--- src/rtl/compare_expression_filter_unit_macros.svh ---
// ----------------------------------------------------------------------------
// Assertion macros for the compare expression filter unit
// Each macro expects signals named clk and rst_n in the calling scope.
// ----------------------------------------------------------------------------
`ifndef COMPARE_EXPRESSION_FILTER_UNIT_MACROS_SVH
`define COMPARE_EXPRESSION_FILTER_UNIT_MACROS_SVH

// The consequent must hold in the same cycle as the antecedent.
`define CEF_ASSERT_SAME(label, ante, cons, msg) \
    label: assert property (@(posedge clk) disable iff (!rst_n) (ante) |-> (cons)) \
        else $error(msg);

// The consequent must hold in the cycle after the antecedent.
`define CEF_ASSERT_NEXT(label, ante, cons, msg) \
    label: assert property (@(posedge clk) disable iff (!rst_n) (ante) |=> (cons)) \
        else $error(msg);

`endif

--- src/rtl/cef_pkg.sv ---
`timescale 1ns / 1ps
// ----------------------------------------------------------------------------
// cef_pkg
// Types, character codes and comparison codes shared by the filter unit.
// ----------------------------------------------------------------------------
package cef_pkg;

    // Verdict codes.
    localparam logic [1:0] VERDICT_PASS   = 2'd0;
    localparam logic [1:0] VERDICT_FAIL   = 2'd1;
    localparam logic [1:0] VERDICT_SYNTAX = 2'd2;

    // Comparison kinds.
    localparam logic [2:0] K_NONE = 3'd0;
    localparam logic [2:0] K_GE   = 3'd1;
    localparam logic [2:0] K_LE   = 3'd2;
    localparam logic [2:0] K_GT   = 3'd3;
    localparam logic [2:0] K_LT   = 3'd4;
    localparam logic [2:0] K_NE   = 3'd5;
    localparam logic [2:0] K_EQ   = 3'd6;
    localparam logic [2:0] K_ERR  = 3'd7;

    // Character codes.
    localparam logic [7:0] CH_TAB     = 8'h09;
    localparam logic [7:0] CH_CR      = 8'h0D;
    localparam logic [7:0] CH_SPACE   = 8'h20;
    localparam logic [7:0] CH_BANG    = 8'h21;
    localparam logic [7:0] CH_COMMA   = 8'h2C;
    localparam logic [7:0] CH_0       = 8'h30;
    localparam logic [7:0] CH_9       = 8'h39;
    localparam logic [7:0] CH_LT      = 8'h3C;
    localparam logic [7:0] CH_EQ      = 8'h3D;
    localparam logic [7:0] CH_GT      = 8'h3E;
    localparam logic [7:0] CH_UPPER_A = 8'h41;
    localparam logic [7:0] CH_UPPER_F = 8'h46;
    localparam logic [7:0] CH_LOWER_A = 8'h61;
    localparam logic [7:0] CH_LOWER_F = 8'h66;
    localparam logic [7:0] CH_LOWER_X = 8'h78;

    typedef struct packed {
        logic [7:0]  symbol;
        logic [63:0] value;
        logic        last;
    } item_t;

    typedef struct packed {
        logic [1:0] verdict;
    } result_t;

    // One finished segment, ready for comparison.
    typedef struct packed {
        logic [2:0]  kind;
        logic        bad;
        logic [63:0] number;
    } seg_t;

    // A segment close, raised by a comma or by the final character.
    typedef struct packed {
        logic        comma;
        logic        last;
        logic        sep_or_len;
        seg_t        seg;
        logic [63:0] value;
    } event_t;

endpackage

--- src/rtl/cef_parser.sv ---
`timescale 1ns / 1ps
// ----------------------------------------------------------------------------
// cef_parser
// Segment parser: comparator decode and number accumulation, one character
// per advance, with the close event for the character presented.
// ----------------------------------------------------------------------------
module cef_parser
    import cef_pkg::*;
(
    input  logic   clk,
    input  logic   rst_n,
    input  item_t  item,
    input  logic   advance,
    output event_t close_event
);

    localparam logic [2:0] PH_PREFIX  = 3'd0;
    localparam logic [2:0] PH_ZERO    = 3'd1;
    localparam logic [2:0] PH_DEC     = 3'd2;
    localparam logic [2:0] PH_HEXWAIT = 3'd3;
    localparam logic [2:0] PH_HEX     = 3'd4;
    localparam logic [2:0] PH_DONE    = 3'd5;
    localparam logic [2:0] PH_BAD     = 3'd6;

    function automatic logic [4:0] hex_of(input logic [7:0] ch);
        logic [4:0] res;
        res = 5'd0;
        if (ch >= CH_0 && ch <= CH_9)
            res = {1'b1, 4'(ch - CH_0)};
        else if (ch >= CH_LOWER_A && ch <= CH_LOWER_F)
            res = {1'b1, 4'(ch - CH_LOWER_A + 8'd10)};
        else if (ch >= CH_UPPER_A && ch <= CH_UPPER_F)
            res = {1'b1, 4'(ch - CH_UPPER_A + 8'd10)};
        return res;
    endfunction

    function automatic logic [2:0] kind_from_two(input logic [7:0] a, input logic [7:0] b);
        logic [2:0] k;
        if (a == CH_GT && b == CH_EQ)        k = K_GE;
        else if (a == CH_LT && b == CH_EQ)   k = K_LE;
        else if (a == CH_GT)                 k = K_GT;
        else if (a == CH_LT)                 k = K_LT;
        else if (a == CH_BANG && b == CH_EQ) k = K_NE;
        else if (a == CH_EQ && b == CH_EQ)   k = K_EQ;
        else if (a >= CH_0 && a <= CH_9)     k = K_EQ;
        else                                 k = K_ERR;
        return k;
    endfunction

    function automatic logic [2:0] kind_from_one(input logic [7:0] a);
        logic [2:0] k;
        if (a == CH_GT)                  k = K_GT;
        else if (a == CH_LT)             k = K_LT;
        else if (a >= CH_0 && a <= CH_9) k = K_EQ;
        else                             k = K_ERR;
        return k;
    endfunction

    logic [2:0]  phase_reg, phase_next, phase_w;
    logic [1:0]  seglen_reg, seglen_next, seglen_w;
    logic [7:0]  lead_reg, lead_next, lead_w;
    logic [2:0]  kind_reg, kind_next, kind_w;
    logic [63:0] acc_reg, acc_next, acc_w;
    logic        ovf_reg, ovf_next, ovf_w;
    logic        sep_reg, sep_next;

    logic [7:0]  c;
    logic        is_space;
    logic        is_comma;
    logic        is_dec;
    logic [3:0]  dig;
    logic [4:0]  hex;
    logic [67:0] dec_sum;
    logic [2:0]  kind_eff;
    logic        kind_ok;
    logic        phase_bad;

    assign c        = item.symbol;
    assign is_space = (c >= CH_TAB && c <= CH_CR) || c == CH_SPACE;
    assign is_comma = c == CH_COMMA;
    assign is_dec   = c >= CH_0 && c <= CH_9;
    assign dig      = 4'(c - CH_0);
    assign hex      = hex_of(c);
    // Times ten as two shifted copies, plus the new digit; the top four bits flag overflow.
    assign dec_sum  = ({4'd0, acc_reg} << 3) + ({4'd0, acc_reg} << 1) + {64'd0, dig};

    // Segment state after this character, if it is neither a comma nor whitespace.
    always_comb
    begin
        phase_w  = phase_reg;
        seglen_w = seglen_reg;
        lead_w   = lead_reg;
        kind_w   = kind_reg;
        acc_w    = acc_reg;
        ovf_w    = ovf_reg;
        if (!is_space && !is_comma)
        begin
            if (seglen_reg == 2'd0)
                lead_w = c;
            else if (seglen_reg == 2'd1)
                kind_w = kind_from_two(lead_reg, c);
            if (seglen_reg != 2'd2)
                seglen_w = seglen_reg + 2'd1;
            unique case (phase_reg) inside
                PH_PREFIX:
                begin
                    if (is_dec)
                    begin
                        acc_w   = {60'd0, dig};
                        phase_w = (c == CH_0) ? PH_ZERO : PH_DEC;
                    end
                end
                PH_ZERO, PH_DEC:
                begin
                    if (phase_reg == PH_ZERO && c == CH_LOWER_X)
                        phase_w = PH_HEXWAIT;
                    else if (is_dec)
                    begin
                        phase_w = PH_DEC;
                        if (dec_sum[67:64] != 4'd0)
                            ovf_w = 1'b1;
                        else
                            acc_w = dec_sum[63:0];
                    end
                    else
                        phase_w = PH_DONE;
                end
                PH_HEXWAIT:
                begin
                    if (hex[4])
                    begin
                        acc_w   = {60'd0, hex[3:0]};
                        phase_w = PH_HEX;
                    end
                    else
                        phase_w = PH_BAD;
                end
                PH_HEX:
                begin
                    if (hex[4])
                    begin
                        if (acc_reg[63:60] != 4'd0)
                            ovf_w = 1'b1;
                        else
                            acc_w = {acc_reg[59:0], hex[3:0]};
                    end
                    else
                        phase_w = PH_DONE;
                end
                default:
                begin
                    phase_w = phase_reg;
                end
            endcase
        end
    end

    assign kind_eff  = (seglen_w == 2'd1) ? kind_from_one(lead_w) : kind_w;
    assign kind_ok   = kind_eff >= K_GE && kind_eff <= K_EQ;
    assign phase_bad = phase_w == PH_PREFIX || phase_w == PH_HEXWAIT || phase_w == PH_BAD;

    assign close_event.comma      = is_comma;
    assign close_event.last       = item.last;
    assign close_event.sep_or_len = sep_reg || (seglen_w != 2'd0);
    assign close_event.seg.kind   = kind_eff;
    assign close_event.seg.bad    = seglen_w == 2'd0 || phase_bad || ovf_w || !kind_ok;
    assign close_event.seg.number = acc_w;
    assign close_event.value      = item.value;

    always_comb
    begin
        phase_next  = phase_w;
        seglen_next = seglen_w;
        lead_next   = lead_w;
        kind_next   = kind_w;
        acc_next    = acc_w;
        ovf_next    = ovf_w;
        sep_next    = sep_reg;
        if (item.last || is_comma)
        begin
            phase_next  = PH_PREFIX;
            seglen_next = 2'd0;
            lead_next   = 8'd0;
            kind_next   = K_NONE;
            acc_next    = 64'd0;
            ovf_next    = 1'b0;
            sep_next    = !item.last;
        end
    end

    always_ff @(posedge clk or negedge rst_n)
    begin
        if (!rst_n)
        begin
            phase_reg  <= PH_PREFIX;
            seglen_reg <= 2'd0;
            lead_reg   <= 8'd0;
            kind_reg   <= K_NONE;
            acc_reg    <= 64'd0;
            ovf_reg    <= 1'b0;
            sep_reg    <= 1'b0;
        end
        else if (advance)
        begin
            phase_reg  <= phase_next;
            seglen_reg <= seglen_next;
            lead_reg   <= lead_next;
            kind_reg   <= kind_next;
            acc_reg    <= acc_next;
            ovf_reg    <= ovf_next;
            sep_reg    <= sep_next;
        end
    end

endmodule

--- config.mk ---
export PLATFORM = sky130hd
export DESIGN_NAME = cef_parser
export DESIGN_NICKNAME = d
export VERILOG_FILES = /design/src/rtl/compare_expression_filter_unit_macros.svh /design/src/rtl/cef_pkg.sv /design/src/rtl/cef_parser.sv
export SDC_FILE = /design/constraint.sdc
export NUM_CORES = 1
export LEC_CHECK = 0
export BUFFER_PORTS_ARGS = -buffer_cell sky130_fd_sc_hd__buf_2
export CORE_ASPECT_RATIO = 0.6
export CORE_MARGIN = 5
export CORE_UTILIZATION = 58
export DETAILED_ROUTE_END_ITERATION = 12
export PLACE_DENSITY = 0.93
export SYNTH_ARGS = -nofsm -noshare
export SYNTH_HDL_FRONTEND = slang
export SYNTH_SLANG_ARGS = --single-unit
--- constraint.sdc ---
create_clock -name clk -period 13.9 [get_ports clk]
set_clock_uncertainty 0.15 [all_clocks]
set_input_delay 4.17 -clock clk [delete_from_list [all_inputs] [get_ports clk]]
set_output_delay 4.17 -clock clk [all_outputs]
set_load 0.01 [all_outputs]
# After elaboration in Yosys (flattened, before gate mapping)
# Index checks and enable logic that the tools add are counted.
[word_totals]
reg_bits = 82
output_inout_bits = 135
[op_classes]
addsub = 8
n_lt_le_gt_ge = 14
eq_ne = 20
mux = 51
reduce_logical = 34
[op_table]
columns = ["cell", "count"]
rows = [
  ["$mux W64", 9],
  ["$pmux W64 S4", 1],
  ["$eq A8 B6 Y1 const B", 10],
  ["$add A67 B65 Y68", 1],
  ["$add A68 B4 Y68", 1],
  ["$mux W3", 16],
  ["$ge A8 B6 Y1 const B", 3],
  ["$le A8 B6 Y1 const B", 3],
  ["$mux W8", 3],
  ["$ge A8 B7 Y1 const B", 2],
  ["$le A8 B7 Y1 const B", 2],
  ["$mux W5", 3],
  ["$mux W2", 7],
  ["$logic_and A1 B1 Y1", 13],
  ["$pmux W3 S4", 1],
  ["$sub A4 B1 Y4 const B", 3],
  ["$mux W1", 10],
  ["$eq A3 B2 Y1 const B", 3],
  ["$add A4 B4 Y4 const B", 2],
  ["$eq A8 B7 Y1 const B", 1],
  ["$ge A8 B4 Y1 const B", 1],
  ["$le A8 B4 Y1 const B", 1],
  ["$logic_or A1 B1 Y1", 8],
  ["$reduce_bool A4 Y1", 2],
  ["other kinds (14)", 21],
]

# Depth between registers and ports, before layout
[depth]
depth_word = 17
depth_mapped = 19

# Least setup slack after synthesis
# OpenSTA, ideal clock, no wires.
[synth_path]
path_kind = "in2out"
start = "in item[68] (netlist name)"
end = "out close_event[126] (netlist name)"
t_arrival_ps = 8349
t_required_ps = 9580
path_slack_ps = 1231
path_stages = 17
path_buffers = 2
cell_sequence = "clkbuf_1 > inv_1 > fa_1 > fa_1 > nand2b_1 > a21o_1 > a211o_1 > a311oi_2 > o21ai_2 > a2111oi_4 > o21a_1 > o211ai_4 > or3_1 > clkbuf_1 > a21oi_1 > a21boi_1 > a221o_1"
[synth_lines]
columns = ["element", "line_no", "source"]
rows = [
  ["from (decl)", "cef_parser.sv:12", "input item_t item,"],
  ["to (decl)", "cef_parser.sv:14", "output event_t close_event"],
]

==> out/qor.csv <==
metric,value,unit
io_buffers,82,
critical_path_class,input port to output port,
synth_edf_count,0,
drt_pass1_iterations,6,
crit_required,9.58,ns
root_buffer,clkbuf_16,
htree_levels,3,
grt_pass1_vias,11154,
ys.flop_type,dfrtp_1,
drive_above_1_share,10.50,%
synth_top_family_by_area,compound AO/OA/AOI/OAI gates,
dieWidth,188.2,µm
post_cts_resized,0,
cts_setup_buffers,0,
largest_reg_flops,64,
dp_hpwl,29.50,mm
final_nets,1644,
p_comb_share,28.9,%
grt-ovfl-total,0,
setup_violations,0,
numCtsBuffers,9,
clk_pin_slew,0.08,ns
final_util,60.83,%
ios,211,
place.gp.congestion,1.053,
ys_types,73,
synth_mux_area_share,0.3624,%
powerDensity,63.26,mW/mm²
finalHoldViolCount,0,
mappedNetlistNets,1675,
numClockSinks,82,
synthXorXnorAreaFrac,4.994,%
power_switching,0.2864,mW
mappedNetlistArea,0.01105,mm²
slew-limit-headroom,18.28,%
yosysSeqAreaShare,18.57,%
pwr-share-seq,35.6,%
crit_arrival,9.00,ns
p_clk_share,35.4,%
p_leak,5.667,nW
yosys.area_share.simple,19.45,%
drc,0,
dr_total_vias,12172,
async_flop_share,100.0,%
end_kind,output port,
synth_seq_cells,82,
status,"finished, final reports clean",
crit_fanout,17,
worst_slew_pin_slew,1.217,ns
syn_area_per_cell,7.547,µm²
antenna_found_initial,0,
p_int,0.4403,mW
ctsHoldBuffers,0,
fin_crit_sh,95.80,%
synthAdderAreaFrac,15.42,%
synth_warnings,0,
core_area,0.01888,mm²
start_util,58.51,%
clk_latency,0.38,ns
finalSetupTns,0,ns
max-cap-violations,0,
n_antenna_cell,0,
grt_start_max_net_pins,83,
cts_tree,built,
grt_usage,35.18,%
swShare,39.41,%
ir_drop,60.17,µV
hold_path.class,register to register,
drv_slew,0,
clk_path_buf_depth,2,
via_per_inst,7.228,
netlist_instances,1464,
rsz0062_at_grt,no,
timing.final.crit_period,13.32,ns
rows,39,
whs,0.3408,ns
ant_nets,0,
dieArea,0.02200,mm²
wire_per_inst,23.48,µm
total_power,0.7267,mW
first_iter_violations,1788,
grt_pass1_wl,61.96,mm
die_h,116.9,µm
area_delta_synth_final,3.964,%
crit_path_start_kind,input port,
fmax,75.09,MHz
wirelength,39.53,mm
synth-compound-area-share,32.25,%
-- cell families after synthesis --
| group | after synthesis |
|---|---|
| simple gates | 456 |
| buf+inv | 189 |
| xor+xnor | 63 |
| fa+ha+maj | 135 |
| mux | 4 |
| compound gates | 535 |
| flops | 82 |
-- path summary, 6_finish.rpt --
kind	depth (start not counted)	slack, ns	endpoint	startpoint
min in group asynchronous	1	3.88	lead_reg[1]$_DFFE_PN0P_	rst_n
setup / recovery	17	0.58	close_event[99]	item[68]
setup reg to reg	13	8.33	acc_reg[20]$_DFFE_PN0P_	acc_reg[30]$_DFFE_PN0P_
max in group asynchronous	1	8.93	acc_reg[45]$_DFFE_PN0P_	rst_n
hold reg to reg	2	0.34	seglen_reg[1]$_DFFE_PN0P_	seglen_reg[1]$_DFFE_PN0P_
hold / removal	2	0.34	seglen_reg[1]$_DFFE_PN0P_	seglen_reg[1]$_DFFE_PN0P_
-- power by group through the flow --
stage               clock (mW)  sequential (mW)  combinational, mW
finish                   0.258            0.259              0.210
global route             0.266            0.260              0.221
CTS                      0.255            0.258              0.201
detailed placement           0            0.263              0.200
global placement             0            0.262              0.194
floorplan                    0            0.256              0.151
-- layout by cell type, fill, tap and decap left out, types with 8 or more instances in the layout --
| cell | count |
|---|---|
| dfrtp_1 | 82 |
| a22o_1 | 19 |
| inv_1 | 41 |
| nand2b_1 | 13 |
| a31oi_1 | 19 |
| and3_1 | 14 |
| a2bb2oi_1 | 12 |
| o21ai_0 | 73 |
| xnor2_1 | 35 |
| nand4_1 | 28 |
| clkbuf_16 | 9 |
| o22ai_1 | 11 |
| o21ai_1 | 15 |
| o211ai_1 | 9 |
| ha_1 | 133 |
| a21o_1 | 25 |
| buf_4 | 23 |
| o31ai_1 | 11 |
| nor3_1 | 19 |
| nand3_1 | 36 |
| xor2_1 | 28 |
| a221oi_1 | 25 |
| a41oi_1 | 8 |
| o2bb2ai_1 | 27 |
| nor4_1 | 10 |
| a21oi_1 | 169 |
| nor3b_1 | 8 |
| nor2b_1 | 9 |
| a221o_1 | 8 |
| o21bai_1 | 11 |
| o21a_1 | 15 |
| nor2_1 | 77 |
| nand2_1 | 201 |
| a211oi_1 | 12 |
| buf_2 | 81 |
| a22oi_1 | 26 |
-- Yosys cell counts (11+ instances only) --
library cell,instances,area [µm²]
nor3_1,22,110.1
buf_4,66,495.5
buf_2,23,115.1
a221oi_1,25,219.0
o22ai_1,12,75.07
nand2_1,201,754.5
inv_1,41,153.9
and3_1,14,87.58
a21o_1,25,187.7
a211oi_1,12,90.09
nand2b_1,13,81.33
xor2_1,28,245.2
a2bb2oi_1,12,105.1
o21bai_1,11,82.58
clkbuf_1,53,198.9
nor4_1,11,68.82
a31oi_1,19,118.9
o21a_1,15,112.6
ha_1,133,1664
o31ai_1,11,82.58
o21ai_0,73,365.4
nand3_1,36,180.2
o21ai_1,16,80.08
dfrtp_1,82,2052
a22o_1,19,166.4
nor2_1,78,292.8
a21oi_1,169,845.8
nand4_1,28,175.2
o2bb2ai_1,27,236.5
a22oi_1,26,195.2
xnor2_1,35,306.5
-- area by class of cell --
type / instances / area [µm²]
Multi-Input combinational cell: 1193 / 8077
Fill cell: 1652 / 7397
Sequential cell: 82 / 2052
Timing Repair Buffer: 105 / 598.1
Tap cell: 246 / 307.8
Clock buffer: 9 / 225.2
Inverter: 42 / 157.7
Clock inverter: 7 / 70.07
-- worst max-delay path, stage by stage --
cell and delay, ns:
buf_2 0.19, inv_1 0.16, fa_1 0.56, fa_1 0.47
nand2b_1 0.18, a21o_1 0.19, a211o_1 0.30, a311oi_2 0.33
o21ai_2 0.15, a2111oi_4 0.43, nor3_1 0.14, o211ai_4 0.37
or3_1 0.38, buf_4 0.30, o21ai_1 0.10, a2bb2oi_1 0.36
buf_2 0.21
-- routing by layer --
metal / up-vias / track usage (%) / wire length [µm]
met1: 5651 / 50.47 / 16360
met4: 0 / 10.90 / 1204
met5: - / 0 / 0
met2: 1058 / 49.33 / 15300
li1: 5341 / - / -
met3: 122 / 12.66 / 6675
-- metrics by stage --
stage                     worst slack, ns  cells  instance area [µm²]
after floorplan                     1.231   1464                11050
after CTS                          0.7344   1684                11490
final                              0.5834   1684                11490
after global routing               0.4593   1684                11490
after global placement             0.9231   1668                11190
after detailed placement           0.7350   1668                11190
(Power assumes the default switching activity.)
