$ cat config.mk
export PLATFORM = sky130hd
export DESIGN_NAME = cef_judge
export DESIGN_NICKNAME = d
export VERILOG_FILES = /design/src/rtl/compare_expression_filter_unit_macros.svh /design/src/rtl/cef_pkg.sv /design/src/rtl/cef_judge.sv
export SDC_FILE = /design/constraint.sdc
export NUM_CORES = 1
export LEC_CHECK = 0
export BUFFER_PORTS_ARGS = -buffer_cell sky130_fd_sc_hd__buf_2
export CELL_PAD_IN_SITES_DETAIL_PLACEMENT = 1
export CELL_PAD_IN_SITES_GLOBAL_PLACEMENT = 2
export CORE_ASPECT_RATIO = 0.9
export CORE_MARGIN = 3
export CORE_UTILIZATION = 18
export CTS_CLUSTER_SIZE = 25
export DETAILED_ROUTE_END_ITERATION = 12
export PLACE_DENSITY = 0.86
export SYNTH_ARGS = -nofsm -noshare
export SYNTH_HDL_FRONTEND = slang
export SYNTH_SLANG_ARGS = --single-unit
$ cat constraint.sdc
create_clock -name clk -period 3.5 [get_ports clk]
set_input_delay 0.7 -clock clk [delete_from_list [all_inputs] [get_ports clk]]
set_output_delay 0.7 -clock clk [all_outputs]
set_load 0.005 [all_outputs]
$ cat src/rtl/compare_expression_filter_unit_macros.svh
// ----------------------------------------------------------------------------
// Assertion macros for the compare expression filter unit
// Each macro expects signals named clk and rst_n in the calling scope.
// ----------------------------------------------------------------------------
`ifndef COMPARE_EXPRESSION_FILTER_UNIT_MACROS_SVH
`define COMPARE_EXPRESSION_FILTER_UNIT_MACROS_SVH

// The consequent must hold in the same cycle as the antecedent.
`define CEF_ASSERT_SAME(label, ante, cons, msg) \
    label: assert property (@(posedge clk) disable iff (!rst_n) (ante) |-> (cons)) \
        else $error(msg);

// The consequent must hold in the cycle after the antecedent.
`define CEF_ASSERT_NEXT(label, ante, cons, msg) \
    label: assert property (@(posedge clk) disable iff (!rst_n) (ante) |=> (cons)) \
        else $error(msg);

`endif

$ cat src/rtl/cef_pkg.sv
`timescale 1ns / 1ps
// ----------------------------------------------------------------------------
// cef_pkg
// Types, character codes and comparison codes shared by the filter unit.
// ----------------------------------------------------------------------------
package cef_pkg;

    // Verdict codes.
    localparam logic [1:0] VERDICT_PASS   = 2'd0;
    localparam logic [1:0] VERDICT_FAIL   = 2'd1;
    localparam logic [1:0] VERDICT_SYNTAX = 2'd2;

    // Comparison kinds.
    localparam logic [2:0] K_NONE = 3'd0;
    localparam logic [2:0] K_GE   = 3'd1;
    localparam logic [2:0] K_LE   = 3'd2;
    localparam logic [2:0] K_GT   = 3'd3;
    localparam logic [2:0] K_LT   = 3'd4;
    localparam logic [2:0] K_NE   = 3'd5;
    localparam logic [2:0] K_EQ   = 3'd6;
    localparam logic [2:0] K_ERR  = 3'd7;

    // Character codes.
    localparam logic [7:0] CH_TAB     = 8'h09;
    localparam logic [7:0] CH_CR      = 8'h0D;
    localparam logic [7:0] CH_SPACE   = 8'h20;
    localparam logic [7:0] CH_BANG    = 8'h21;
    localparam logic [7:0] CH_COMMA   = 8'h2C;
    localparam logic [7:0] CH_0       = 8'h30;
    localparam logic [7:0] CH_9       = 8'h39;
    localparam logic [7:0] CH_LT      = 8'h3C;
    localparam logic [7:0] CH_EQ      = 8'h3D;
    localparam logic [7:0] CH_GT      = 8'h3E;
    localparam logic [7:0] CH_UPPER_A = 8'h41;
    localparam logic [7:0] CH_UPPER_F = 8'h46;
    localparam logic [7:0] CH_LOWER_A = 8'h61;
    localparam logic [7:0] CH_LOWER_F = 8'h66;
    localparam logic [7:0] CH_LOWER_X = 8'h78;

    typedef struct packed {
        logic [7:0]  symbol;
        logic [63:0] value;
        logic        last;
    } item_t;

    typedef struct packed {
        logic [1:0] verdict;
    } result_t;

    // One finished segment, ready for comparison.
    typedef struct packed {
        logic [2:0]  kind;
        logic        bad;
        logic [63:0] number;
    } seg_t;

    // A segment close, raised by a comma or by the final character.
    typedef struct packed {
        logic        comma;
        logic        last;
        logic        sep_or_len;
        seg_t        seg;
        logic [63:0] value;
    } event_t;

endpackage

$ cat src/rtl/cef_judge.sv
`timescale 1ns / 1ps
// ----------------------------------------------------------------------------
// cef_judge
// Compares the value against each closed segment and keeps the running
// verdict of the expression.
// ----------------------------------------------------------------------------
module cef_judge
    import cef_pkg::*;
(
    input  logic       clk,
    input  logic       rst_n,
    input  event_t     close_event,
    input  logic       advance,
    output logic [1:0] verdict
);

    logic [1:0] verdict_so_far_reg, verdict_so_far_next;
    logic [1:0] close_verdict;
    logic [1:0] after_comma;
    logic       holds;

    always_comb
    begin
        case (close_event.seg.kind)
            K_GE:    holds = close_event.value >= close_event.seg.number;
            K_LE:    holds = close_event.value <= close_event.seg.number;
            K_GT:    holds = close_event.value >  close_event.seg.number;
            K_LT:    holds = close_event.value <  close_event.seg.number;
            K_NE:    holds = close_event.value != close_event.seg.number;
            K_EQ:    holds = close_event.value == close_event.seg.number;
            default: holds = 1'b0;
        endcase
    end

    assign close_verdict = close_event.seg.bad ? VERDICT_SYNTAX :
                           (holds ? VERDICT_PASS : VERDICT_FAIL);

    // Only the first failing segment counts.
    assign after_comma = (close_event.comma && verdict_so_far_reg == VERDICT_PASS) ?
                         close_verdict : verdict_so_far_reg;

    // A comma that ends the expression leaves an empty segment behind it.
    always_comb
    begin
        if (close_event.comma)
            verdict = (after_comma == VERDICT_PASS) ? VERDICT_SYNTAX : after_comma;
        else if (verdict_so_far_reg == VERDICT_PASS && close_event.sep_or_len)
            verdict = close_verdict;
        else
            verdict = verdict_so_far_reg;
    end

    assign verdict_so_far_next = close_event.last ? VERDICT_PASS : after_comma;

    always_ff @(posedge clk or negedge rst_n)
    begin
        if (!rst_n)
            verdict_so_far_reg <= VERDICT_PASS;
        else if (advance)
            verdict_so_far_reg <= verdict_so_far_next;
    end

endmodule

# Word level (Yosys, flattened, before mapping)
# Index checks and enable logic that the tools add are counted.
totals:
  register_bits: 2
  input_bits: 138
  out_inout_bits: 2
  word_cells: 25
op_classes:
  n_reduce_logical: 4
  n_eq_ne: 8
  mux: 8
  magnitude_cmp: 4
ops:
  columns: ["cell", "n"]
  rows:
  - ["$eq 64x64->1", 1]
  - ["$ge 64x64->1", 1]
  - ["$gt 64x64->1", 1]
  - ["$le 64x64->1", 1]
  - ["$lt 64x64->1", 1]
  - ["$ne 64x64->1", 1]
  - ["$mux 2", 6]
  - ["$eq 3x3->1 const B", 3]
  - ["$eq 3x2->1 const B", 2]
  - ["$pmux 1 s6", 1]
  - ["$logic_not 2->1", 2]
  - ["$eq 3x1->1 const B", 1]
  - ["$logic_and 1x1->1", 2]
  - ["$mux 1", 1]

# Longest topological paths before layout
# Gate-level depths: netlist (run 1).
logic_depth:
  ltp_word: 8
  ltp_mapped: 11
  depth_no_buf: 10

# Worst setup path before layout (run 1)
# OpenSTA, ideal clock, no wires.
synth_path:
  kind: "input to output"
  from: "input port close_event[101] (netlist name)"
  to: "output port verdict[1]"
  arrival_time_ps: 3117
  setup_slack_ps: -317
  t_required_ps: 2800
  cell_stages: 11
  path_buffers: 1
  cell_sequence: "inv_1 > ha_1 > nand4_2 > or4_4 > nor4_4 > and4_2 > buf_2 > mux2_2 > nand2_1 > nand4_1 > o311ai_1"
synth_between:
  elab_chain_len: 8
  elab_cells_between_ends: 13
  classes_between: "order compare: 4; eq/ne: 2; mux: 6; reduce/logical: 1"
synth_rtl:
  columns: ["element", "line", "source"]
  rows:
  - ["start: declaration", "cef_judge.sv:12", "input event_t close_event,"]
  - ["$lt 64x64->1 (tied with other cells)", "cef_judge.sv:28", "K_LT: holds = close_event.value < close_event.seg.number;"]
  - ["$pmux 1 s6 (*)", "cef_judge.sv:24", "case (close_event.seg.kind)"]
  - ["$mux 1 (*)", "cef_judge.sv:36", "(holds ? VERDICT_PASS : VERDICT_FAIL);"]
  - ["$mux 2 (*)", "cef_judge.sv:35", "assign close_verdict = close_event.seg.bad ? VERDICT_SYNTAX :"]
  - ["$mux 2 (*)", "cef_judge.sv:39", "assign after_comma = (close_event.comma && verdict_so_far_reg == VERDICT_PASS) ?"]
  - ["$logic_not 2->1 (*)", "cef_judge.sv:46", "verdict = (after_comma == VERDICT_PASS) ? VERDICT_SYNTAX : after_comma;"]
  - ["$mux 2 (*)", "cef_judge.sv:46", null]
  - ["$mux 2 (*)", "cef_judge.sv:45", "if (close_event.comma)"]
  - ["end: declaration", "cef_judge.sv:14", "output logic [1:0] verdict"]
# Every way passes the cells marked *; elsewhere a longest branch is shown, timed or not.

# Final worst setup path (run 1)
layout_path:
  from: "input port close_event[98] (netlist name)"
  to: "output port verdict[0]"
layout_between:
  elab_chain_len: 8
  elab_cells_between_ends: 14
  classes_between: "order compare: 4; eq/ne: 2; mux: 7; reduce/logical: 1"
layout_rtl:
  columns: ["element", "line"]
  rows:
  - ["$lt 64x64->1 (tied with other cells)", "cef_judge.sv:28"]
  - ["$pmux 1 s6 (*)", "cef_judge.sv:24"]
  - ["$mux 1 (*)", "cef_judge.sv:36"]
  - ["$mux 2 (*)", "cef_judge.sv:35"]
  - ["$mux 2", "cef_judge.sv:39"]
  - ["$logic_not 2->1", "cef_judge.sv:46"]
  - ["$mux 2", "cef_judge.sv:46"]
  - ["$mux 2 (*)", "cef_judge.sv:45"]
# Marks and branches as above.

==> results of run 1 <==
-- worst min-delay path by stage --
| stage | from | slack (ns) | end |
|---|---|---|---|
| after floorplan | rst_n | 0.40 | verdict_so_far_reg[0] |
| final | rst_n | 0.26 | verdict_so_far_reg[1] |
| after CTS | rst_n | 0.26 | verdict_so_far_reg[1] |
| after detailed placement | rst_n | 0.49 | verdict_so_far_reg[1] |
| after global routing | rst_n | 0.26 | verdict_so_far_reg[0] |
| after global placement | rst_n | 0.48 | verdict_so_far_reg[1] |
-- routing by layer --
metal,vias to the layer above,global-route usage,part of all wire
li1,1322,-,-
met1,1184,0.138,0.41
met2,96,0.223,0.50
met3,2,0.0204,0.081
met4,0,0.0126,0.0024
met5,-,0,0
-- through the flow --
stage	setup TNS, ns	worst slack [ns]	std cells	hold WS (ns)
2_1_floorplan	-0.0891	-0.0472	269	0.404
3_3_place_gp	-0.796	-0.417	564	0.484
3_5_place_dp	-0.881	-0.463	564	0.486
4_1_cts	-0.806	-0.419	576	0.256
5_1_grt	-0.932	-0.471	581	0.260
6_report	-0.673	-0.366	581	0.257
-- layout by cell type (no fill, tap or decap), drive strengths merged, types with 5 or more instances in the layout --
cell | synthesis | final
nor2b | 5 | 5
ha | 64 | 64
nand3 | 5 | 5
nand4 | 14 | 14
inv | 69 | 69
nand2 | 19 | 19
a21oi | 27 | 27
nor2 | 9 | 9
nor4 | 5 | 5
buf | 1 | 181
o21ai | 9 | 9
-- what timing repair did --
item,4_1_cts,5_1_grt
endpoints found under the setup margin,2,2
buffers inserted,9,5
resized for setup,19,7
endpoints found under the hold margin,0,0
hold buffers,0,0
pin swaps,11,12
-- power breakdown --
part	switching (µW)	leakage (µW)	internal, µW
Clock	28.2	0.0000370	146
Sequential	4.38	0.0000262	26.3
Combinational	167	0.00187	200
-- cell families (layout without fill, tap and decap cells) --
group,Yosys count,in the layout,synth area share
AND/OR/NAND/NOR,69,69,0.206
multiplexers,2,2,0.0110
flip-flops,2,2,0.0259
buffers and inverters,70,253,0.137
adder cells (fa/ha/maj),64,64,0.415
AO/OA/AOI/OAI,62,62,0.206
-- layout make-up --
type                    count  area (µm²)  share of cell area
repair buffers            181        1060               0.310
flip-flops and latches      2        50.0              0.0146
well taps                 129         161              0.0470
multi-input cells         197        1810               0.526
clock buffers               3        75.1              0.0219
inverters                  69         277              0.0806
==> results.md, run 1 <==
Global routing:
- The number of antenna violations at the first check in global routing is 0.
- For this run the aggregate overflow at the end of global routing stands at 0.
- The wire length of the first global-routing pass is 12000 µm.
- The overall global routing resource usage is 0.117.
- The number of global-route vias before repair came to 2817.
- The maximum number of pins on one net before global-route repair is 9.

Timing:
- The number of hold violations in the final report is 0.
- The routed design could run at a clock period as short as 3.87 ns.
- The relative max-transition margin is 0.750.
- The ratio of final minimum period to clock period is 1.10.
- Setup violations remaining at the end of the flow were counted as 2.
- For the pin with the worst max-slew slack, the measured transition is 0.365 ns.
- The maximum achievable frequency is 0.259 GHz.
- Once routing completed, OpenROAD measured the worst setup slack at -0.366 ns.
- The max-slew violation count is 0.
- Setup repair after global routing could not meet its margin everywhere.
- The clock skew is 0.00113 ns.

Synth:
- In this run the mean area of a mapped cell was 7.18 µm².
- Of the synthesized area, sequential elements account for 0.0259.
- The synthesized flop and latch total is 2.
- The area share of the largest cell type after synthesis is 0.415.
- The post-synthesis instance total is 269.
- The biggest area contributor in the post-synthesis netlist is sky130_fd_sc_hd__ha_1.
- Among all flip-flop cells after synthesis, the most frequent one is sky130_fd_sc_hd__dfrtp_1.
- sky130_fd_sc_hd__inv_1 is the most common cell in the netlist.
- The share of flip-flops with an asynchronous set or reset is 1.00.
- The net count after synthesis is 471.
- Summing every instance area after synthesis gives 0.00193 mm².
- The unique cell type count in the Yosys netlist is 42.
- Yosys printed 0 warnings.
- Ranked by total cell area, the synthesized netlist is headed by sky130_fd_sc_hd__ha_1, sky130_fd_sc_hd__inv_1, sky130_fd_sc_hd__a21oi_1.
- The commonest cells after synthesis are sky130_fd_sc_hd__inv_1, sky130_fd_sc_hd__ha_1, sky130_fd_sc_hd__a21oi_1, sky130_fd_sc_hd__nand2_1, sky130_fd_sc_hd__nand4_1.
- The number of flops mapped to enable cells by yosys is 0.

Floorplan:
- The y dimension of the die is 104 µm.
- 140 I/O pins were placed.
- The die covers 0.0120 mm².
- The initial core utilization is 0.187.
- The placeable core area is 0.0103 mm².
- The die extent in x is 115 µm.
- After floorplanning, the core was divided into 35 placement rows.

Clocking:
- Clock-pin slew was measured on the worst setup and hold paths at 0.03 ns.
- The depth of the CTS H-tree is 1.
- The CTS tree is done.
- Counting every sink on the clock net gives 2.
- The cell sitting at the root of the clock tree is a sky130_fd_sc_hd__clkbuf_16.
- The clock latency of the later-clocked register in the worst-skew pair is 0.22 ns.
- The number of buffers on the longest clock path is 2.
- Clock tree synthesis inserted a total of 3 buffers.

Worst setup path:
- The slowest library cell on the worst path is sky130_fd_sc_hd__or4_4.
- In this run the worst path has a maximum fanout of 3.
- The setup path with the least slack is of type input port to output port.
- The delay of the slowest critical-path stage is 0.57 ns.
- The type of element capturing the critical path is an output port.
- Counting stages on the worst path, the most repeated cell is sky130_fd_sc_hd__or4_4.
- The buffering stage count on the worst path with inverters included is 4.
- STA puts the critical path data required time at 2.80 ns.
- The launching element of the worst setup path is close_event[98].
- In this run the number of cells on the critical path is 12.
- The kind of start point of the critical path is an input port.
- Broken down by cell family, the worst path's largest delay share belongs to simple AND/OR/NAND/NOR gates.
- At the worst endpoint, the arrival time is 3.17 ns.
- The logic depth of the worst register-to-register path is 3.
- The slack of the worst reg-to-reg path is 2.31 ns.
- The launching point of the worst reg2reg path is verdict_so_far_reg[1].
- In this run the critical register-to-register path is captured at verdict_so_far_reg[0].
- Traced cell by cell, the critical path runs through buf_8 -> inv_6 -> ha_4 -> nand4_1 -> or4_4 -> buf_4 -> nor3_4 -> a211oi_4 -> or4_4 -> o211a_1 -> a221o_1 -> buf_2.
- Following the worst setup path forward leads to its endpoint at verdict[0].

Placed design:
- In this run the tool buffered the top-level ports with 139 buffer cells.
- Detailed placement finished with a half-perimeter wire length of 6970 µm.
- The cell area reported after detailed placement is 0.00314 mm².
- The congestion estimate from routability-driven global placement came to 0.804.

Worst hold path:
- In this run the worst hold path is classified as input port to async pin.

Route:
- The final wirelength is 7550 µm.
- For this block, the initial DRC count from the detailed router was 55.
- In the routed design, unresolved DRC markers number 0.
- In this run the remaining antenna-violating nets after routing total 0.
- The first detailed-routing pass took 4 iterations.
- In the routed layout, each cell is associated on average with a via count of 4.48.
- After detailed routing, the average wire length per cell comes to 13.0 µm.
- The routed layout has 2604 vias.

Final layout:
- The final-stage net count is 656.
- In the final layout, the share of cells above drive strength 1 is 0.485.
- The total of fill cells in the finished design is 1287.
- 0 antenna diodes ended up in the layout.
- The core occupancy in the finished layout is 0.332.
- The signed area change from the synthesized netlist to the final layout is 77.6%.
- The flip-flop count of the largest register after layout is 2.
- After routing the design area is 0.00343 mm².

Power and ir drop:
- The power per cell area is 167 mW/mm².
- The analysis attributes to cell leakage a power of 0.00194 µW.
- The worst-case IR drop observed on VDD is 0.0990 mV.
- Summing internal, switching and leakage power gives 571 µW.

Outcome:
- The final reports fail on negative setup slack.
- The run finished, with violations left.

Flow run:
- Across the run, the number of max-cap violations was 0.
No activity file was read; power rests on OpenSTA's default activity.
==> run 2: changes to the inputs <==
- CORE_UTILIZATION: 18 -> 22
- PLACE_DENSITY: 0.86 -> 0.95
- clock period: 3.5 -> 4.93 ns (I/O delays scaled with it)
==> results.md, run 2 (synthesis gave the netlist of run 1 again) <==
Floorplan:
- The y dimension of the die is 94.9 µm.
- The die covers 0.00994 mm².
- The initial utilization of the core area, before any placement, comes to 0.233.
- The site row count is 31.
- During I/O placement, the number of pins put on the boundary was 140.
- The die extent in x is 105 µm.
- The total area inside the core boundary comes to 0.00830 mm².

Timing:
- The max-slew violation count came to 0.
- At the pin with the least slew margin, the transition time is 0.655 ns.
- Hold timing on the final database bottoms out at a slack of 0.555 ns.
- The ratio of final minimum period to clock period is 0.952.
- The relative max-transition margin is 0.561.
- Counting I/O delays and the setup requirement, the final critical path takes 4.69 ns.
- Setup repair after global routing left no endpoint under its margin.
- The aggregate negative setup slack is 0 ns.
- The number of hold violations in the final report is 0.
- The clock skew is 0.000683 ns.
- The maximum achievable frequency is 0.213 GHz.
- Setup violations remaining at the end of the flow were counted as 0.

Worst setup path:
- The kind of start point of the critical path is an input port.
- The launching element of the worst setup path is close_event[37].
- Counting buffers and inverters, the worst setup path is 10 cells deep.
- The endpoint identified for the worst register-to-register timing path is verdict_so_far_reg[0].
- The slack of the worst reg-to-reg path is 3.55 ns.
- The buffering stage count on the worst path with inverters included is 2.
- The most critical setup path has its endpoint at verdict[0].
- The cell family contributing the most delay on the critical path is simple AND/OR/NAND/NOR gates.
- Along the worst path, the maximum fanout reaches 4.
- The required time of the worst setup path is 3.94 ns.
- By startpoint and endpoint, the worst setup path is classified as input port to output port.
- The critical path arrival is 3.71 ns.
- The worst register-to-register path has a depth of 3.
- The slowest stage of the critical path is the sky130_fd_sc_hd__or4_4 cell.
- The signal on the critical path passes through buf_2 -> ha_1 -> nand4_2 -> or4_4 -> nor4_4 -> a211oi_2 -> or4_4 -> o211a_1 -> a221o_1 -> buf_2.
- For this run, the slowest stage of the critical path takes 0.58 ns.
- The launching point of the worst reg2reg path is verdict_so_far_reg[1].
- The type of element capturing the critical path is an output port.

Power and ir drop:
- In this run the static leakage power is 0.00170 µW.
- The maximum ir drop on the vdd rail is 0.0575 mV.
- Total power for the finished layout comes to 286 µW.
- Power spread over the standard cell area amounts to 102 mW/mm².

Placed design:
- The final estimated routing congestion in global placement is 0.721.
- The placed cell count is 522.
- Detailed placement finished with a half-perimeter wire length of 6270 µm.
- In this run the tool buffered the top-level ports with 139 buffer cells.

Final layout:
- The signed area change from the synthesized netlist to the final layout is 45.4%.
- The core occupancy in the finished layout is 0.338.
- After the flow finishes, the layout carries non-filler instances totaling 525.
- The register with the most flip-flops in the layout has 2 of them.
- The final-stage net count is 614.
- Leaving out fill and tap cells, the most frequent cell in the layout is sky130_fd_sc_hd__buf_2.
- In the layout the commonest cells are sky130_fd_sc_hd__buf_2, sky130_fd_sc_hd__inv_1, sky130_fd_sc_hd__ha_1.
- The count of inserted antenna diode cells is 0.
- Of the cells placed in the final design, the portion with a size suffix greater than 1 is 0.368.

Global routing:
- For this run the aggregate overflow at the end of global routing stands at 0.
- Entering global routing, the biggest net connects 9 pins.
- The number of global-route vias before repair came to 2572.
- The first global-routing pass estimated 10700 µm of wire.
- The overall global routing resource usage is 0.125.
- The number of antenna violations at the first check in global routing is 0.

Route:
- The final wirelength is 6590 µm.
- The final routed DRC violation total is 0.
- The via total after detailed routing is 2395.
- In the final routed layout, each cell accounts on average for 12.6 µm.
- The via count normalized by instance count is 4.56.
- The count of nets left with antenna violations once routing finished came out at 0.
- The number of violations reported at the end of detailed-routing iteration 0 is 42.
- The number of iterations in the first detailed-routing pass is 4.

Outcome:
- The run finished with clean final reports.

Clocking:
- The CTS tree is done.
- The clock-pin slew of the registers on the worst-case setup and hold paths is 0.03 ns.
- The CTS buffer count is 3.
- The library cell used as clock root buffer is sky130_fd_sc_hd__clkbuf_8.
- At the later pin of the worst-skew pair, clock insertion delay measures 0.21 ns.
- CTS saw 2 sinks.
- The number of buffers on the longest clock path is 2.
- Post-CTS timing repair inserted 0 buffers for setup.
- In this run the number of H-tree levels came out at 1.

Flow run:
- The count of max-cap constraint violations is 0.

Worst hold path:
- The worst hold path belongs to the class input port to async pin.
## run 2: changes by cell type in the layout (fill, tap and decap cells not counted), sizes merged
cell	before	now
buf	181	139
## run 2: how the worst min path moves through the flow
stage,start,endpoint,slack [ns]
CTS,rst_n,verdict_so_far_reg[1],0.55
detailed placement,verdict_so_far_reg[0],verdict_so_far_reg[0],0.60
floorplan,verdict_so_far_reg[0],verdict_so_far_reg[0],0.55
global placement,verdict_so_far_reg[0],verdict_so_far_reg[0],0.60
finish,rst_n,verdict_so_far_reg[0],0.56
global route,rst_n,verdict_so_far_reg[0],0.55
## run 2: timing repair
action / CTS / global route
setup endpoints to repair: 0 / 1
resized for setup: 0 / 1
hold buffers: 0 / 0
## run 2: area by class of cell
class / instances / area [µm²]
Sequential cell: 2 / 50.0
Inverter: 69 / 259
Timing Repair Buffer: 139 / 696
Tap cell: 115 / 144
Multi-Input combinational cell: 197 / 1620
Clock buffer: 3 / 41.3
Fill cell: 1089 / 5490
## run 2: where the power goes
group	switching [µW]	internal (µW)	total, µW
sequential	3.23	18.7	21.9
combinational	97.6	102	200
clock	12.6	51.6	64.2
total	113	173	286
## run 2: through the flow
step | area [µm²] | setup WS [ns]
2_1_floorplan | 1930 | 0.541
3_3_place_gp | 2770 | 0.188
3_5_place_dp | 2770 | 0.189
4_1_cts | 2810 | 0.189
5_1_grt | 2810 | 0.0230
6_report | 2810 | 0.238
## run 2: layer usage
layer	GRT usage	up-vias	wire length (µm)
met5	0	-	0
li1	-	1244	-
met4	0.0120	0	40
met1	0.131	1057	2600
met3	0.0321	4	578
met2	0.260	90	3370
